<file path="src/fsg_pkg.sv">
`timescale 1ns / 1ps
`default_nettype none

package fsg_pkg;

    // Default grid size and fixed field widths.
    localparam int GRID_LAST_COLUMN_DEF = 63;
    localparam int GRID_LAST_ROW_DEF    = 63;
    localparam int FUNC_W               = 2;
    localparam int XY_W                 = 6;

    // Operation codes carried in the func field.
    typedef enum logic [FUNC_W-1:0] {
        FUNC_STEP  = 2'd0,
        FUNC_PLACE = 2'd1,
        FUNC_CLEAR = 2'd2,
        FUNC_READ  = 2'd3
    } fsg_func_t;

    // Control strobes from the engine to the column memory.
    typedef struct packed {
        logic rd_en;
        logic wr_en;
        logic clear;
    } fsg_mem_ctl_t;

    // Finished result offered by the engine to the output stage.
    typedef struct packed {
        logic valid;
        logic cell_value;
        logic placed;
    } fsg_res_t;

endpackage

`default_nettype wire

</file>
<file path="src/fsg_col_mem.sv">
`timescale 1ns / 1ps
`default_nettype none

// Column store: one word per grid column, one bit per row. A per-column
// valid bit makes a never-written column read as empty.
module fsg_col_mem import fsg_pkg::*;
#(
    parameter int LAST_COLUMN = GRID_LAST_COLUMN_DEF,
    parameter int LAST_ROW    = GRID_LAST_ROW_DEF
)
(
    input  wire logic                                clk,
    input  wire logic                                rst_n,
    input  wire fsg_mem_ctl_t                        ctl,
    input  wire logic [$clog2(LAST_COLUMN+1)-1:0]    rd_addr,
    input  wire logic [$clog2(LAST_COLUMN+1)-1:0]    wr_addr,
    input  wire logic [LAST_ROW:0]                   wr_data,
    output logic      [LAST_ROW:0]                   rd_data
);

    localparam int DEPTH = LAST_COLUMN + 1;

    logic [LAST_ROW:0] mem [DEPTH];
    logic [LAST_ROW:0] rd_data_reg;
    logic [DEPTH-1:0]  valid_reg;
    logic              rd_valid_reg;

    always_ff @(posedge clk)
    begin
        if (ctl.wr_en)
        begin
            mem[wr_addr] <= wr_data;
        end
        if (ctl.rd_en)
        begin
            rd_data_reg <= mem[rd_addr];
        end
    end

    always_ff @(posedge clk or negedge rst_n)
    begin
        if (!rst_n)
        begin
            valid_reg    <= '0;
            rd_valid_reg <= 1'b0;
        end
        else
        begin
            if (ctl.clear)
            begin
                valid_reg <= '0;
            end
            else if (ctl.wr_en)
            begin
                valid_reg[wr_addr] <= 1'b1;
            end
            if (ctl.rd_en)
            begin
                rd_valid_reg <= valid_reg[rd_addr];
            end
        end
    end

    assign rd_data = rd_valid_reg ? rd_data_reg : '0;

    // The engine never reads and writes the same column in one cycle.
    assert property (@(posedge clk) disable iff (!rst_n)
        ctl.rd_en && ctl.wr_en |-> rd_addr != wr_addr)
        else $error("column read and write collide");

    // A clear never coincides with a read or a write.
    assert property (@(posedge clk) disable iff (!rst_n)
        ctl.clear |-> !ctl.wr_en && !ctl.rd_en)
        else $error("clear overlaps a memory access");

    // Every write stays inside the grid.
    assert property (@(posedge clk) disable iff (!rst_n)
        ctl.wr_en |-> int'(wr_addr) <= LAST_COLUMN)
        else $error("write address beyond last column");

endmodule

`default_nettype wire

</file>
<file path="config.mk">
export PLATFORM = sky130hd
export DESIGN_NAME = fsg_col_mem
export DESIGN_NICKNAME = d
export VERILOG_FILES = /design/src/fsg_pkg.sv /design/src/fsg_col_mem.sv
export SDC_FILE = /design/constraint.sdc
export NUM_CORES = 2
export LEC_CHECK = 0
export BUFFER_PORTS_ARGS = -buffer_cell sky130_fd_sc_hd__buf_2
export CAP_MARGIN = 20
export CORE_UTILIZATION = 46
export CTS_CLUSTER_SIZE = 28
export DETAILED_ROUTE_END_ITERATION = 6
export PLACE_DENSITY = 0.72
export REMOVE_ABC_BUFFERS = 1
export SLEW_MARGIN = 10
export SYNTH_ARGS = -nofsm -noshare
export SYNTH_HDL_FRONTEND = slang
export SYNTH_SLANG_ARGS = --single-unit
</file>
<file path="constraint.sdc">
create_clock -name clk -period 2.4 [get_ports clk]
set_input_delay 0.24 -clock clk [delete_from_list [all_inputs] [get_ports clk]]
set_output_delay 0.24 -clock clk [all_outputs]
set_load 0.02 [all_outputs]
</file>
==> run metrics <==
outcome finished with violations; failing checks negative setup slack; CP Class flop to primary output; Routed WL 445000 um; Die X-Extent 592 um; Crit Reg-Reg Startpoint mem[61][9]; drt drc 0; clk root buf clkbuf_16; design area 0.188 mm^2; Core ar. 0.346 mm^2; 1st-iter DRT viols 12859; end-of-flow core utilization 0.543; post-synth top area share 0.781; WL/cell 36.6 um; clock power share 0.414; Max Clk Rate 402 MHz; fin crit share 1.04; top-count cell post-synth edfxtp_1; Worst Path Required 2160 ps; latest clock arrival within the worst-skew pair 990 ps; GRT Residual Overflow 0; CTS tree yes; largest net degree at the start of global routing 65; Post-DP Area 0.174 mm^2; Mapped Cells 6382; CP Launch Point rd_valid_reg; register bit total from synthesis 4225; EDFF count, synth 4160; Post-Syn Area 0.160 mm^2; LEAKAGE 59.3 nW; Layout area overhead 17.5%; Routed Antenna Nets 0; first-pass GRT wire length 616000 um; Final Skew 69.1 ps; Largest register FFs 4096; synth top area cells edfxtp_1 (78%), mux4_2 (18%), dfrtp_1 (1.0%), a22oi_1 (0.62%), clkbuf_1 (0.48%); distinct cell type count after synthesis 30; Slew Viols, Final 0; gpl congestion 0.805; vias in the first global route 79025; layout cells sized above 1 0.359; Die Area 0.350 mm^2; H-tree depth 5; DR pass1 iterations 5; critical path data arrival time 2250 ps; sequential area share after synthesis 0.791; ys async rst share 0.0154; Worst setup EP type primary output; Clock Sinks 4225; Seq pwr share 0.533; Post-Layout Cell Count 12187; sw frac 0.211; Logic pwr share 0.052; overall routing resource usage 0.253; crit path time final 2490 ps; initial core utilization 0.462; Worst Slack Setup Final -85.5 ps; Clock Tree Buf Depth 4; syn avg cell area 25.1 um^2; Yosys warning total 0; Die Y 592 um; hpwl dp 238000 um; std cell rows 216; initial antenna violation count 31; IO Pins 145; vias per inst 6.45; Design Power 0.154 W; VDD IR max 0.603 mV; hold path start wr_data[53]; CTS Buf Count 401; Startpoint Class flop; Worst-Margin Slew 1170 ps; area leader, netlist edfxtp_1; setup TNS -2170 ps; net switching power figure 0.0324 W; Final #Nets 7349; Power Dens Cells 818 mW/mm^2; RSZ-0062 raised after global routing true; Worst Path Max Fanout 20; dpl cells 11367; Final Hold Fails 0; port bufs 144; Setup Viol. Count Final 41; Int Pwr 0.121 W; Post-synth top cells edfxtp_1 (4160), mux4_2 (1289), clkbuf_1 (206), nor2_1 (188), a22oi_1 (132); Max Cap Violations 0; vias after detailed routing 78565; Hold Path Class input port to flop; Clock Pin Slew Worst Setup and Hold Paths 60 ps; Synth Flop Type edfxtp_1; Max transition margin 0.222
-- per-layer routing --
metal | share of wire | global-route usage | wire, um | vias to the layer above
li1 | - | - | - | 29521
met1 | 0.35 | 0.340 | 155000 | 42030
met2 | 0.48 | 0.410 | 215000 | 5944
met3 | 0.13 | 0.0556 | 56100 | 1054
met4 | 0.042 | 0.0926 | 18500 | 16
met5 | 0.00023 | 0 | 104 | -
-- cells in the final DEF (no fill, tap or decap), drive strengths merged, types with 4 or more instances in the layout --
| cell type | synthesis | layout |
|---|---|---|
| dlygate4sd3 | 0 | 73 |
| a21oi | 4 | 4 |
| mux2i | 20 | 20 |
| diode | 0 | 8 |
| inv | 2 | 16 |
| clkinv | 0 | 171 |
| clkbuf | 206 | 488 |
| bufinv | 0 | 41 |
| edfxtp | 4160 | 4160 |
| dfrtp | 65 | 65 |
| mux4 | 1289 | 1289 |
| nor2b | 7 | 7 |
| buf | 136 | 752 |
| and2 | 66 | 66 |
| nor2 | 188 | 188 |
| nand3 | 11 | 11 |
| nor3 | 4 | 4 |
| a22oi | 132 | 132 |
| nand2 | 74 | 74 |
| clkinvlp | 0 | 22 |
-- metrics by stage --
step / setup slack, ps / hold WS [ps]
global route: -105 / 87.9
global placement: -724 / 358
detailed placement: -728 / 383
floorplan: -5010 / -55.6
finish: -85.5 / 44.5
CTS: -121 / 0.996
-- power groups by stage --
stage | clock (W) | sequential (W) | combinational (W)
CTS | 0.0641 | 0.0819 | 0.00799
detailed placement | 0 | 0.0835 | 0.00767
floorplan | 0 | 0.0834 | 0.00321
global route | 0.0667 | 0.0819 | 0.00835
finish | 0.0637 | 0.0819 | 0.00801
global placement | 0 | 0.0835 | 0.00749
-- worst paths after layout --
path | to | slack [ps] | cells past startpoint
worst max register to register | rd_data_reg[9] | 180 | 4
worst min-delay path | mem[2][53] | 40 | 1
worst min register to register | valid_reg[28] | 490 | 2
worst max-delay path | rd_data[60] | -90 | 4
max in group asynchronous | valid_reg[7] | 1770 | 4
min in group asynchronous | valid_reg[51] | 430 | 4
-- final cells by class --
type	instances	area [um^2]
Fill cell	24580	158000
Sequential cell	4225	127000
Multi-Input combinational cell	1813	32500
Clock buffer	488	10600
Timing Repair Buffer	825	10000
Tap cell	4578	5730
Clock inverter	248	2530
Antenna cell	8	20.0
Inverter	2	7.51
-- cells by family (layout without fill, tap and decap cells) --
kind of cell           count (synthesis)  count (layout)  synth area share
DFF                                 4225            4225             0.791
muxes                               1309            1309             0.183
and+or+nand+nor                      360             360           0.00990
buffers and inverters                344            1563           0.00913
AOI/OAI and AO/OA                    144             144           0.00672
other                                  0               8                 0
-- worst max-delay path, cell delays in order, from the launching register on --
cell     delay, ps
dfrtp_4        490
buf_12         190
buf_16         180
and2_4         180
buf_4          150
-- repair_timing --
| action | in CTS | in global routing |
|---|---|---|
| gates resized for setup | 77 | 15 |
| hold buffers | 74 | 0 |
| hold endpoints to repair | 3344 | 0 |
| setup endpoints to repair | 65 | 53 |
| setup buffers | 2 | 0 |
| pin swaps | 0 | 0 |
Note: power is estimated with default switching activity, not from simulation.
